File: src/rtl/core/fjot_pkg.sv
// Shared types, constants and helper functions for the flat JSON object tokenizer.
// Depends on nothing; every other file of the block uses it by scoped names.
`timescale 1ns / 1ps
`default_nettype none

package fjot_pkg;

   // Queue between the classifier and the parser; depth must be a power of two.
   localparam int QueueDepth = 4;
   localparam int QueuePtrW  = $clog2(QueueDepth);
   localparam int QueueCntW  = QueuePtrW + 1;

   // Character codes the parser looks for.
   localparam logic [7:0] ChSpace  = 8'h20;
   localparam logic [7:0] ChTab    = 8'h09;
   localparam logic [7:0] ChLf     = 8'h0A;
   localparam logic [7:0] ChCr     = 8'h0D;
   localparam logic [7:0] ChLBrace = 8'h7B;
   localparam logic [7:0] ChRBrace = 8'h7D;
   localparam logic [7:0] ChColon  = 8'h3A;
   localparam logic [7:0] ChComma  = 8'h2C;
   localparam logic [7:0] ChQuote  = 8'h22;
   localparam logic [7:0] ChBslash = 8'h5C;
   localparam logic [7:0] ChMinus  = 8'h2D;
   localparam logic [7:0] ChPlus   = 8'h2B;
   localparam logic [7:0] ChDot    = 8'h2E;
   localparam logic [7:0] ChZero   = 8'h30;
   localparam logic [7:0] ChNine   = 8'h39;
   localparam logic [7:0] ChLowE   = 8'h65;
   localparam logic [7:0] ChUpE    = 8'h45;
   localparam logic [7:0] ChLowT   = 8'h74;
   localparam logic [7:0] ChLowF   = 8'h66;
   localparam logic [7:0] ChLowN   = 8'h6E;
   localparam logic [7:0] ChLowR   = 8'h72;
   localparam logic [7:0] ChLowU   = 8'h75;
   localparam logic [7:0] ChLowL   = 8'h6C;
   localparam logic [7:0] ChLowS   = 8'h73;
   localparam logic [7:0] ChLowA   = 8'h61;

   // Output codes.
   localparam logic [1:0] KindNone  = 2'd0;
   localparam logic [1:0] KindKey   = 2'd1;
   localparam logic [1:0] KindValue = 2'd2;

   localparam logic [1:0] StatParsing  = 2'd0;
   localparam logic [1:0] StatClosed   = 2'd1;
   localparam logic [1:0] StatFailed   = 2'd2;
   localparam logic [1:0] StatUnclosed = 2'd3;

   // Literal kinds.
   localparam logic [1:0] LitTrue  = 2'd0;
   localparam logic [1:0] LitFalse = 2'd1;
   localparam logic [1:0] LitNull  = 2'd2;

   typedef struct packed {
      logic is_ws;
      logic is_num;       // any of -.0-9eE+
      logic is_num_start; // '-' or a digit
      logic is_lit_start; // 't', 'f' or 'n'
      logic is_quote;
      logic is_bslash;
      logic is_lbrace;
      logic is_rbrace;
      logic is_colon;
      logic is_comma;
   } byte_class_type;

   typedef struct packed {
      byte_class_type cls;
      logic [7:0]     data;
      logic           last;
   } item_type;

   typedef struct packed {
      logic not_empty;
      logic full;
   } queue_status_type;

   typedef enum logic [12:0] {
      PH_OPEN      = 13'b0000000000001,
      PH_AWAIT_KEY = 13'b0000000000010,
      PH_KEY       = 13'b0000000000100,
      PH_KEY_ESC   = 13'b0000000001000,
      PH_AFTER_KEY = 13'b0000000010000,
      PH_BEFORE_V  = 13'b0000000100000,
      PH_STR       = 13'b0000001000000,
      PH_STR_ESC   = 13'b0000010000000,
      PH_NUM       = 13'b0000100000000,
      PH_LIT       = 13'b0001000000000,
      PH_AFTER_V   = 13'b0010000000000,
      PH_CLOSED    = 13'b0100000000000,
      PH_FAILED    = 13'b1000000000000
   } phase_type;

   // Number of characters in each literal.
   function automatic logic [2:0] lit_len(input logic [1:0] kind);
      logic [2:0] len;
      case (kind)
         LitFalse: len = 3'd5;
         default:  len = 3'd4;
      endcase
      return len;
   endfunction

   // Expected character at a given position of a literal.
   function automatic logic [7:0] lit_char(input logic [1:0] kind, input logic [2:0] idx);
      logic [7:0] c;
      c = 8'h00;
      case (kind)
         LitTrue: begin
            case (idx)
               3'd0:    c = ChLowT;
               3'd1:    c = ChLowR;
               3'd2:    c = ChLowU;
               3'd3:    c = ChLowE;
               default: c = 8'h00;
            endcase
         end
         LitFalse: begin
            case (idx)
               3'd0:    c = ChLowF;
               3'd1:    c = ChLowA;
               3'd2:    c = ChLowL;
               3'd3:    c = ChLowS;
               3'd4:    c = ChLowE;
               default: c = 8'h00;
            endcase
         end
         LitNull: begin
            case (idx)
               3'd0:    c = ChLowN;
               3'd1:    c = ChLowU;
               3'd2:    c = ChLowL;
               3'd3:    c = ChLowL;
               default: c = 8'h00;
            endcase
         end
         default: c = 8'h00;
      endcase
      return c;
   endfunction

   function automatic logic [7:0] decode_escape(input logic [7:0] c);
      logic [7:0] d;
      case (c)
         ChLowN:  d = ChLf;
         ChLowR:  d = ChCr;
         ChLowT:  d = ChTab;
         default: d = c;
      endcase
      return d;
   endfunction

endpackage

`default_nettype wire

File: src/rtl/core/fjot_front.sv
// Front end of the tokenizer: sorts each incoming byte into character classes.
// Depends on fjot_pkg.
`timescale 1ns / 1ps
`default_nettype none

module fjot_front (
   input  wire logic           [7:0] in_byte,
   input  wire logic                 last_byte,
   output fjot_pkg::item_type        item
);

   fjot_pkg::byte_class_type cls;
   logic is_digit;

   always_comb begin
      is_digit         = (in_byte >= fjot_pkg::ChZero) && (in_byte <= fjot_pkg::ChNine);
      cls.is_ws        = (in_byte == fjot_pkg::ChSpace) || (in_byte == fjot_pkg::ChTab) ||
                         (in_byte == fjot_pkg::ChLf) || (in_byte == fjot_pkg::ChCr);
      cls.is_num_start = is_digit || (in_byte == fjot_pkg::ChMinus);
      cls.is_num       = cls.is_num_start || (in_byte == fjot_pkg::ChDot) ||
                         (in_byte == fjot_pkg::ChLowE) || (in_byte == fjot_pkg::ChUpE) ||
                         (in_byte == fjot_pkg::ChPlus);
      cls.is_lit_start = (in_byte == fjot_pkg::ChLowT) || (in_byte == fjot_pkg::ChLowF) ||
                         (in_byte == fjot_pkg::ChLowN);
      cls.is_quote     = (in_byte == fjot_pkg::ChQuote);
      cls.is_bslash    = (in_byte == fjot_pkg::ChBslash);
      cls.is_lbrace    = (in_byte == fjot_pkg::ChLBrace);
      cls.is_rbrace    = (in_byte == fjot_pkg::ChRBrace);
      cls.is_colon     = (in_byte == fjot_pkg::ChColon);
      cls.is_comma     = (in_byte == fjot_pkg::ChComma);
   end

   assign item.cls  = cls;
   assign item.data = in_byte;
   assign item.last = last_byte;

endmodule

`default_nettype wire

File: src/rtl/core/fjot_queue.sv
// Short first-in first-out queue of classified bytes between front and back.
// Depends on fjot_pkg for the item type and the queue depth.
`timescale 1ns / 1ps
`default_nettype none

module fjot_queue (
   input  wire logic                       clock,
   input  wire logic                       reset,
   input  wire logic                       push,
   input  wire fjot_pkg::item_type         push_item,
   input  wire logic                       pop,
   output fjot_pkg::item_type              head_item,
   output fjot_pkg::queue_status_type      status
);

   fjot_pkg::item_type                      slot_ff [fjot_pkg::QueueDepth];
   logic [fjot_pkg::QueuePtrW-1:0]          wr_ptr_ff, wr_ptr_in;
   logic [fjot_pkg::QueuePtrW-1:0]          rd_ptr_ff, rd_ptr_in;
   logic [fjot_pkg::QueueCntW-1:0]          count_ff, count_in;

   always_comb begin
      wr_ptr_in = push ? wr_ptr_ff + 1'b1 : wr_ptr_ff;
      rd_ptr_in = pop  ? rd_ptr_ff + 1'b1 : rd_ptr_ff;
      count_in  = count_ff;
      if (push && !pop) begin
         count_in = count_ff + 1'b1;
      end else if (pop && !push) begin
         count_in = count_ff - 1'b1;
      end
   end

   always_ff @(posedge clock) begin
      if (reset) begin
         wr_ptr_ff <= '0;
         rd_ptr_ff <= '0;
         count_ff  <= '0;
      end else begin
         wr_ptr_ff <= wr_ptr_in;
         rd_ptr_ff <= rd_ptr_in;
         count_ff  <= count_in;
      end
   end

   always_ff @(posedge clock) begin
      if (push) begin
         slot_ff[wr_ptr_ff] <= push_item;
      end
   end

   assign head_item        = slot_ff[rd_ptr_ff];
   assign status.not_empty = (count_ff != '0);
   assign status.full      = (count_ff == fjot_pkg::QueueCntW'(fjot_pkg::QueueDepth));

endmodule

`default_nettype wire

File: src/rtl/core/fjot_back.sv
// Back end of the tokenizer: the parse state machine and the result register.
// Depends on fjot_pkg for the phase encoding, codes and literal tables.
`timescale 1ns / 1ps
`default_nettype none

module fjot_back (
   input  wire logic                       clock,
   input  wire logic                       reset,
   input  wire fjot_pkg::item_type         head_item,
   input  wire fjot_pkg::queue_status_type queue_status,
   output logic                            pop,
   output logic                            rsp_valid,
   input  wire logic                       rsp_stall,
   output logic                      [1:0] rsp_char_kind,
   output logic                      [7:0] rsp_out_char,
   output logic                            rsp_pair_complete,
   output logic                      [1:0] rsp_parse_status
);

   fjot_pkg::phase_type phase_ff, phase_in;
   logic [1:0]          lit_kind_ff, lit_kind_in;
   logic [2:0]          lit_idx_ff, lit_idx_in;

   logic                valid_ff, valid_in;
   logic [1:0]          kind_ff, kind_in;
   logic [7:0]          char_ff, char_in;
   logic                done_ff, done_in;
   logic [1:0]          status_ff, status_in;

   fjot_pkg::phase_type ph;
   fjot_pkg::byte_class_type cls;
   logic [7:0]          c;
   logic                last;
   logic [2:0]          idx_next;

   // Take the head of the queue whenever the result register is free or drains now.
   assign pop = queue_status.not_empty && (!valid_ff || !rsp_stall);

   always_comb begin
      cls         = head_item.cls;
      c           = head_item.data;
      last        = head_item.last;
      ph          = phase_ff;
      lit_kind_in = lit_kind_ff;
      lit_idx_in  = lit_idx_ff;
      kind_in     = fjot_pkg::KindNone;
      char_in     = 8'h00;
      done_in     = 1'b0;
      idx_next    = lit_idx_ff + 3'd1;

      // A number ends on its first non-number byte, which is then parsed as
      // the byte after a value.
      if (phase_ff == fjot_pkg::PH_NUM && !cls.is_num) begin
         done_in = 1'b1;
         ph      = fjot_pkg::PH_AFTER_V;
      end

      phase_in = ph;
      case (ph)
         fjot_pkg::PH_OPEN: begin
            if (cls.is_lbrace) begin
               phase_in = fjot_pkg::PH_AWAIT_KEY;
            end else if (!cls.is_ws) begin
               phase_in = fjot_pkg::PH_FAILED;
            end
         end
         fjot_pkg::PH_AFTER_V, fjot_pkg::PH_AWAIT_KEY: begin
            if (!cls.is_ws) begin
               if (ph == fjot_pkg::PH_AFTER_V && cls.is_comma) begin
                  phase_in = fjot_pkg::PH_AWAIT_KEY;
               end else if (cls.is_rbrace) begin
                  phase_in = fjot_pkg::PH_CLOSED;
               end else if (cls.is_quote) begin
                  phase_in = fjot_pkg::PH_KEY;
               end else begin
                  phase_in = fjot_pkg::PH_FAILED;
               end
            end
         end
         fjot_pkg::PH_KEY, fjot_pkg::PH_STR: begin
            if (cls.is_quote) begin
               if (ph == fjot_pkg::PH_STR) begin
                  done_in  = 1'b1;
                  phase_in = fjot_pkg::PH_AFTER_V;
               end else begin
                  phase_in = fjot_pkg::PH_AFTER_KEY;
               end
            end else if (cls.is_bslash && !last) begin
               phase_in = (ph == fjot_pkg::PH_KEY) ? fjot_pkg::PH_KEY_ESC
                                                   : fjot_pkg::PH_STR_ESC;
            end else begin
               kind_in = (ph == fjot_pkg::PH_KEY) ? fjot_pkg::KindKey : fjot_pkg::KindValue;
               char_in = c;
            end
         end
         fjot_pkg::PH_KEY_ESC, fjot_pkg::PH_STR_ESC: begin
            kind_in  = (ph == fjot_pkg::PH_KEY_ESC) ? fjot_pkg::KindKey : fjot_pkg::KindValue;
            char_in  = fjot_pkg::decode_escape(c);
            phase_in = (ph == fjot_pkg::PH_KEY_ESC) ? fjot_pkg::PH_KEY : fjot_pkg::PH_STR;
         end
         fjot_pkg::PH_AFTER_KEY: begin
            if (cls.is_colon) begin
               phase_in = fjot_pkg::PH_BEFORE_V;
            end else if (!cls.is_ws) begin
               phase_in = fjot_pkg::PH_FAILED;
            end
         end
         fjot_pkg::PH_BEFORE_V: begin
            if (!cls.is_ws) begin
               if (cls.is_quote) begin
                  phase_in = fjot_pkg::PH_STR;
               end else if (cls.is_num_start) begin
                  phase_in = fjot_pkg::PH_NUM;
                  kind_in  = fjot_pkg::KindValue;
                  char_in  = c;
               end else if (cls.is_lit_start) begin
                  if (c == fjot_pkg::ChLowT) begin
                     lit_kind_in = fjot_pkg::LitTrue;
                  end else if (c == fjot_pkg::ChLowF) begin
                     lit_kind_in = fjot_pkg::LitFalse;
                  end else begin
                     lit_kind_in = fjot_pkg::LitNull;
                  end
                  lit_idx_in = 3'd1;
                  phase_in   = fjot_pkg::PH_LIT;
                  kind_in    = fjot_pkg::KindValue;
                  char_in    = c;
               end else begin
                  phase_in = fjot_pkg::PH_FAILED;
               end
            end
         end
         fjot_pkg::PH_NUM: begin
            kind_in = fjot_pkg::KindValue;
            char_in = c;
         end
         fjot_pkg::PH_LIT: begin
            if (lit_kind_ff != 2'd3 && lit_idx_ff < fjot_pkg::lit_len(lit_kind_ff) &&
                fjot_pkg::lit_char(lit_kind_ff, lit_idx_ff) == c) begin
               kind_in    = fjot_pkg::KindValue;
               char_in    = c;
               lit_idx_in = idx_next;
               if (idx_next >= fjot_pkg::lit_len(lit_kind_ff)) begin
                  done_in  = 1'b1;
                  phase_in = fjot_pkg::PH_AFTER_V;
               end
            end else begin
               phase_in = fjot_pkg::PH_FAILED;
            end
         end
         fjot_pkg::PH_CLOSED: begin
            phase_in = fjot_pkg::PH_CLOSED;
         end
         default: begin
            phase_in = fjot_pkg::PH_FAILED;
         end
      endcase

      // A number still open at the last byte ends there.
      if (last && phase_in == fjot_pkg::PH_NUM) begin
         done_in = 1'b1;
      end

      if (phase_in == fjot_pkg::PH_CLOSED) begin
         status_in = fjot_pkg::StatClosed;
      end else if (phase_in == fjot_pkg::PH_FAILED) begin
         status_in = fjot_pkg::StatFailed;
      end else begin
         status_in = last ? fjot_pkg::StatUnclosed : fjot_pkg::StatParsing;
      end

      // The parser starts over after the last byte of a message.
      if (last) begin
         phase_in    = fjot_pkg::PH_OPEN;
         lit_kind_in = fjot_pkg::LitTrue;
         lit_idx_in  = 3'd0;
      end

      valid_in = pop ? 1'b1 : (valid_ff && rsp_stall);
   end

   always_ff @(posedge clock) begin
      if (reset) begin
         phase_ff    <= fjot_pkg::PH_OPEN;
         lit_kind_ff <= fjot_pkg::LitTrue;
         lit_idx_ff  <= 3'd0;
         valid_ff    <= 1'b0;
      end else begin
         valid_ff <= valid_in;
         if (pop) begin
            phase_ff    <= phase_in;
            lit_kind_ff <= lit_kind_in;
            lit_idx_ff  <= lit_idx_in;
         end
      end
   end

   always_ff @(posedge clock) begin
      if (pop) begin
         kind_ff   <= kind_in;
         char_ff   <= char_in;
         done_ff   <= done_in;
         status_ff <= status_in;
      end
   end

   assign rsp_valid         = valid_ff;
   assign rsp_char_kind     = kind_ff;
   assign rsp_out_char      = char_ff;
   assign rsp_pair_complete = done_ff;
   assign rsp_parse_status  = status_ff;

endmodule

`default_nettype wire

File: src/rtl/core/flat_json_object_tokenizer_unit.sv
// Top level of the flat JSON object tokenizer.
// Depends on fjot_pkg, fjot_front, fjot_queue and fjot_back.
`timescale 1ns / 1ps
`default_nettype none

// The unit takes one message byte per transfer and returns exactly one result
// transfer per byte: the decoded key or value character (if any), a flag that
// marks the end of a kept key/value pair, and the parse status. Bytes are
// classified on arrival and written into a four-entry queue; the parser
// behind it reads one byte per cycle unless the result side stalls, and writes
// its result into an output register. With no back-pressure a byte is taken
// every cycle. A byte is registered first in the queue and then in the output
// register, and its result is driven on the rsp_ ports from the output
// register. The queue lets the input keep flowing for up to four bytes while the
// result side stalls; req_stall rises only when the queue is full. The parse
// state loop is closed once per popped byte by the parser.
module flat_json_object_tokenizer_unit (
   input  wire logic       clock,
   input  wire logic       reset,

   input  wire logic       req_valid,
   output logic            req_stall,
   input  wire logic [7:0] req_in_byte,
   input  wire logic       req_last_byte,

   output logic            rsp_valid,
   input  wire logic       rsp_stall,
   output logic      [1:0] rsp_char_kind,
   output logic      [7:0] rsp_out_char,
   output logic            rsp_pair_complete,
   output logic      [1:0] rsp_parse_status
);

   fjot_pkg::item_type         front_item;
   fjot_pkg::item_type         head_item;
   fjot_pkg::queue_status_type queue_status;
   logic                       push;
   logic                       pop;

   // A byte transfer happens whenever the queue has room.
   assign req_stall = queue_status.full;
   assign push      = req_valid && !req_stall;

   fjot_front u_front (
      .in_byte   (req_in_byte),
      .last_byte (req_last_byte),
      .item      (front_item)
   );

   fjot_queue u_queue (
      .clock     (clock),
      .reset     (reset),
      .push      (push),
      .push_item (front_item),
      .pop       (pop),
      .head_item (head_item),
      .status    (queue_status)
   );

   fjot_back u_back (
      .clock             (clock),
      .reset             (reset),
      .head_item         (head_item),
      .queue_status      (queue_status),
      .pop               (pop),
      .rsp_valid         (rsp_valid),
      .rsp_stall         (rsp_stall),
      .rsp_char_kind     (rsp_char_kind),
      .rsp_out_char      (rsp_out_char),
      .rsp_pair_complete (rsp_pair_complete),
      .rsp_parse_status  (rsp_parse_status)
   );

   // The parser never reads an empty queue.
   assert property (@(posedge clock) disable iff (reset)
      pop |-> queue_status.not_empty)
      else $error("parser popped an empty queue");

   // A character is only emitted while the parse status is parsing or unclosed.
   assert property (@(posedge clock) disable iff (reset)
      (rsp_valid && rsp_char_kind != fjot_pkg::KindNone) |->
      (rsp_parse_status == fjot_pkg::StatParsing ||
       rsp_parse_status == fjot_pkg::StatUnclosed))
      else $error("character emitted after parsing stopped");

   // A pair always ends on a value, never on a key character.
   assert property (@(posedge clock) disable iff (reset)
      (rsp_valid && rsp_pair_complete) |-> (rsp_char_kind != fjot_pkg::KindKey))
      else $error("pair completed on a key character");

   // The result of a popped byte is visible in the following cycle.
   assert property (@(posedge clock) disable iff (reset)
      pop |=> rsp_valid)
      else $error("popped byte produced no result");

endmodule

`default_nettype wire
File: config.mk
export PLATFORM = sky130hd
export DESIGN_NAME = flat_json_object_tokenizer_unit
export DESIGN_NICKNAME = d
export VERILOG_FILES = /design/src/rtl/core/fjot_pkg.sv /design/src/rtl/core/fjot_front.sv /design/src/rtl/core/fjot_queue.sv /design/src/rtl/core/fjot_back.sv /design/src/rtl/core/flat_json_object_tokenizer_unit.sv
export SDC_FILE = /design/constraint.sdc
export NUM_CORES = 1
export LEC_CHECK = 0
export BUFFER_PORTS_ARGS = -buffer_cell sky130_fd_sc_hd__buf_2
export CAP_MARGIN = 20
export CORE_MARGIN = 1.5
export CORE_UTILIZATION = 60
export DETAILED_ROUTE_END_ITERATION = 8
export GPL_TIMING_DRIVEN = 0
export HOLD_SLACK_MARGIN = 0.06
export PLACE_DENSITY_LB_ADDON = 0.25
export SLEW_MARGIN = 20
export SYNTH_ARGS = -nofsm -noshare
export SYNTH_HDL_FRONTEND = slang
export SYNTH_SLANG_ARGS = --single-unit
File: constraint.sdc
create_clock -name clock -period 8.3 [get_ports clock]
set_input_delay 0 -clock clock [delete_from_list [all_inputs] [get_ports clock]]
set_output_delay 0 -clock clock [all_outputs]
set_load 0.02 [all_outputs]
Word level (Yosys, flattened, before mapping)
Memory sizes are Yosys's and may differ from the RTL's. A register that Yosys moved wholly into a read port is not among the register bits.
Index checks and enable logic that the tools add are counted.

storage, ports and cells
  flip-flop bits (word level) = 39
  memory bits (writable) = 76
  bits of input ports = 13
  output and inout port bits = 15
  logic and storage cells = 198
  memories = 1

operators by class
  $add $sub $neg = 5
  $lt $le $gt $ge = 4
  equality and inequality tests = 55
  mux-type cells = 79
  reductions and logical operators = 43

memories
  memory           words  bits a word  read ports  clocked after memory_dff  wr ports  line              source
  u_queue.slot_ff  4      19           1           1                         1         fjot_queue.sv:16  fjot_pkg::item_type slot_ff [fjot_pkg::QueueDepth];

operators with widths
  cell                    count
  $mux W13                17
  $pmux W13 S9            1
  $eq A8 B7 Y1 const B    12
  $mux W8                 9
  $eq A8 B6 Y1 const B    7
  $pmux W8 S3             2
  $mux W2                 21
  $pmux W8 S5             1
  $eq A13 B9 Y1 const B   3
  $pmux W7 S5             1
  $mux W3                 11
  $pmux W7 S4             1
  $eq A13 B12 Y1 const B  2
  $eq A8 B4 Y1 const B    3
  $pmux W7 S3             1
  $eq A13 B1 Y1 const B   1
  $eq A13 B10 Y1 const B  1
  $eq A13 B11 Y1 const B  1
  $eq A13 B13 Y1 const B  1
  $eq A13 B2 Y1 const B   1
  $eq A13 B3 Y1 const B   1
  $eq A13 B4 Y1 const B   1
  $eq A13 B5 Y1 const B   1
  $eq A13 B6 Y1 const B   1
  36 further kinds        85

Depth between registers and ports, before layout
  depth after elaboration = 16
  mapped depth = 11
  mapped depth without buffers = 10

Hierarchy
Synthesis repeated with hierarchy kept, for this count alone.

unflattened totals
  cell total of the unflattened synthesis = 492
  area, all modules = 6134.6 um2

by module, submodules not included
  module                           times used  cells an instance  area an instance (um2)  sequential area each (um2)
  fjot_queue                       1           143                3215.6                  2462.4
  fjot_back                        1           297                2508.7                  770.7
  fjot_front                       1           51                 396.6                   0.0
  flat_json_object_tokenizer_unit  1           1                  13.8                    0.0

Worst setup path before layout
No wires, ideal clock.

  path type = register to register
  start = register with a tool-made name
  end = register u_back.lit_idx_ff[1]
  library setup time = 70 ps
  data arrival time = 2769 ps
  data required time = 8230 ps
  setup slack = 5461 ps
  cell stages (with the launch flop) = 9
  buffers on the path = 1
  period minus slack after synthesis = 2839 ps
  cells stage by stage = dfxtp_1 > buf_6 > mux4_2 > or3_1 > a22o_1 > nor4_4 > a31oi_2 > or4b_1 > a21oi_1

RTL lines
  what                  line              source
  end signal, assigned  fjot_back.sv:193  lit_idx_ff <= lit_idx_in;
  end, declared         fjot_back.sv:22   logic [2:0] lit_idx_ff, lit_idx_in;

==> flow_metrics.env <==
export IMPL_skew_ns=0.00814
export IMPL_rsz0062_at_grt="no"
export IMPL_p_int_uw=1370
export IMPL_cts_num_sinks=117
export IMPL_drt_iter0_drc=256
export IMPL_synth_cells=489
export IMPL_grt_pass1_wl_um=20700
export IMPL_p_per_area_nw_per_um2=309
export IMPL_synth_edf_count=89
export IMPL_num_rows=35
export IMPL_antenna_found_initial=0
export IMPL_cts_buffers=17
export IMPL_drt_met1_wl_um=5400
export IMPL_area_growth_pct=16.3
export IMPL_dieArea_um2=10200
export IMPL_dr_max_layer_used="met4"
export IMPL_crit_fanout=10
export IMPL_seq_power_share_pct=37.3
export IMPL_yosysMostFrequentCell="edfxtp_1"
export IMPL_post_synth_top_area_cell="edfxtp_1"
export IMPL_cts_tree="built"
export IMPL_syn_area_um2=5760
export IMPL_die_w_um=101
export IMPL_via_count=4217
export IMPL_pin_count=28
export IMPL_yosys_warnings=0
export IMPL_grt_pass1_vias=4132
export IMPL_ys_types=63
export IMPL_hold_ws_ns=0.145
export IMPL_clock_tree_buffer_depth=2
export IMPL_cts_clk_slew_worst_paths_ns=0.06
export IMPL_maxSlewViolCount=0
export IMPL_maxCapViolations=0
export IMPL_final_layout_size_suffix_gt1_share_pct=14.8
export IMPL_clock_latency_ns=0.52
export IMPL_finalHoldViolCount=0
export IMPL_place_congestion=0.932
export IMPL_initial_core_util_pct=62.0
export IMPL_period_needed_ns=3.48
export IMPL_dr_wl_met2_um=6490
export IMPL_synth_async_reset_ratio_pct=0
export IMPL_critical_path_class="flop to flop"
export IMPL_synth_area_leaders="edfxtp_1 (46%), dfxtp_1 (9.7%), mux4_2 (7.4%), a21oi_1 (3.0%), nor2_1 (2.9%)"
export IMPL_switching_share_pct=33.9
export IMPL_ys_top_cells_by_count="edfxtp_1 (89), nor2_1 (45), a21oi_1 (35), nand2_1 (35), dfxtp_1 (28)"
export IMPL_yosysSeqAreaShare_pct=56.2
export IMPL_timing_fmax_ghz=0.288
export IMPL_period_share_pct=41.9
export IMPL_die_h_um=101
export IMPL_worstMarginPinSlew_ns=1.01
export IMPL_ant_nets=0
export IMPL_core_area_um2=9280
export IMPL_cp_start_kind="flop"
export IMPL_relSlewSlack_pct=32.9
export IMPL_n_antenna_cell=0
export IMPL_overflow=0
export IMPL_finalSetupViolations=0
export IMPL_status="finished clean"
export IMPL_synth_ff_type="edfxtp_1"
export IMPL_switchingPower_uw=701
export IMPL_fin_total_pwr_uw=2070
export IMPL_drc_errors=0
export IMPL_fin_nets=572
export IMPL_cp_end_kind="flop"
export IMPL_wl_met3_um=655
export IMPL_ys_ff_latch=117
export IMPL_port_buffers=27
export IMPL_cp_arrival_ns=3.91
export IMPL_h_tree_depth=4
export IMPL_netlist_area_leader_share_pct=46.4
export IMPL_setup_tns_ns=0
export IMPL_power_share_combinational_pct=31.4
export IMPL_wl_per_cell_um=18.7
export IMPL_hold_class="input port to flop"
export IMPL_clockPowerShare_pct=31.3
export IMPL_post_cts_buffers=0
export IMPL_avgSynthCellArea_um2=11.8
export IMPL_drt_pass1_iter_count=4
export IMPL_hpwlAfterDp_um=8340
export IMPL_finalWirelength_um=12800
export IMPL_required_ns=8.74
export IMPL_grt_usage_pct=27.4
export IMPL_reg2reg_setup_slack_ns=4.82
export IMPL_vdd_drop_max_mv=0.180
export IMPL_fin_util_pct=72.1
export IMPL_grt_max_degree=23
export IMPL_cts_root_buf="clkbuf_8"
export IMPL_p_leak_uw=0.00232
export IMPL_avgViaCountPerCell=6.13
export IMPL_syn_nets=515
-- per-layer routing --
metal	vias to the layer above	global-route usage, %
met4	0	11.4
met2	131	45.9
li1	1961	-
met3	29	5.48
met5	-	0
met1	2096	35.2
-- through the flow --
step,area (µm²),cells,worst slack [ns]
final,6700,688,4.82
after floorplan,5760,489,5.46
after global routing,6700,688,4.58
after CTS,6700,688,4.75
after detailed placement,6050,645,4.82
after global placement,6050,645,4.92
-- sequential cells by signal, summed over array words and instances, names as in the netlist, named ones only --
register,cells
u_back.lit_idx_ff,3
u_back.lit_kind_ff,2
u_back.phase_ff,13
u_back.rsp_char_kind,2
u_back.rsp_out_char,8
u_back.rsp_pair_complete,1
u_back.rsp_parse_status,2
u_back.rsp_valid,1
u_queue.count_ff,3
u_queue.rd_ptr_ff,2
u_queue.slot_ff,76
u_queue.wr_ptr_ff,2
-- cell usage in the layout (no fill, tap or decap), drive strengths merged, types with 5 or more instances in the layout --
| cell | count |
|---|---|
| nand2 | 35 |
| nor2 | 45 |
| clkinv | 7 |
| a21o | 5 |
| xnor2 | 6 |
| buf | 30 |
| nor4 | 9 |
| and2 | 6 |
| nand4 | 7 |
| mux4 | 19 |
| a21oi | 35 |
| nor2b | 15 |
| nor3 | 18 |
| mux2i | 6 |
| clkbuf | 36 |
| a31oi | 5 |
| nand3 | 9 |
| clkinvlp | 6 |
| nand2b | 8 |
| ha | 12 |
| dfxtp | 28 |
| edfxtp | 89 |
| inv | 17 |
| o21ai | 21 |
| dlygate4sd3 | 11 |
-- final timing paths --
check                    from              endpoint  cells after the start
max                      flop  u_back.lit_idx_ff[1]                      9
min                 req_valid  u_queue.wr_ptr_ff[0]                      5
max reg2reg              flop  u_back.lit_idx_ff[1]                      9
min reg2reg  u_back.rsp_valid      u_back.rsp_valid                      2
-- critical path: stages, from the launching register on --
cell,delay (ns)
dfxtp_1,0.31
clkbuf_1,0.47
buf_1,0.59
mux4_2,0.49
a211oi_1,0.27
o211ai_1,0.18
nor4_4,0.25
a31oi_2,0.19
or4b_1,0.50
a21oi_1,0.15
-- kinds of logic (layout without fill, tap and decap cells) --
| kind of cell | after synthesis | count (layout) | share of synthesized area, % |
|---|---|---|---|
| fa+ha+maj | 13 | 13 | 2.96 |
| flops | 117 | 117 | 56.2 |
| buf+inv | 38 | 108 | 2.63 |
| mux | 25 | 25 | 8.48 |
| xor+xnor | 10 | 10 | 1.52 |
| simple gates | 187 | 187 | 17.5 |
| compound gates | 99 | 99 | 10.7 |
-- power by group through the flow --
| stage | registers [µW] | logic, µW | clock network, µW |
|---|---|---|---|
| final | 770 | 650 | 648 |
| after CTS | 771 | 645 | 651 |
| after detailed placement | 781 | 634 | 0 |
| after floorplan | 811 | 436 | 0 |
| after global routing | 781 | 710 | 676 |
| after global placement | 776 | 623 | 0 |
-- cell type report --
cell class              count  area [µm²]
inverters                  17        63.8
fillers                   648        2590
well taps                 129         161
clock buffers              18         418
plain buffers              21        87.6
repair buffers             38         245
multi-input cells         334        2370
flip-flops and latches    117        3230
clock inverters            14         114
-- repair_timing --
item / CTS / global route
endpoints found under the hold margin: 61 / 0
hold buffers: 11 / 0
gates resized for setup: 0 / 0
(Power assumes the default switching activity.)
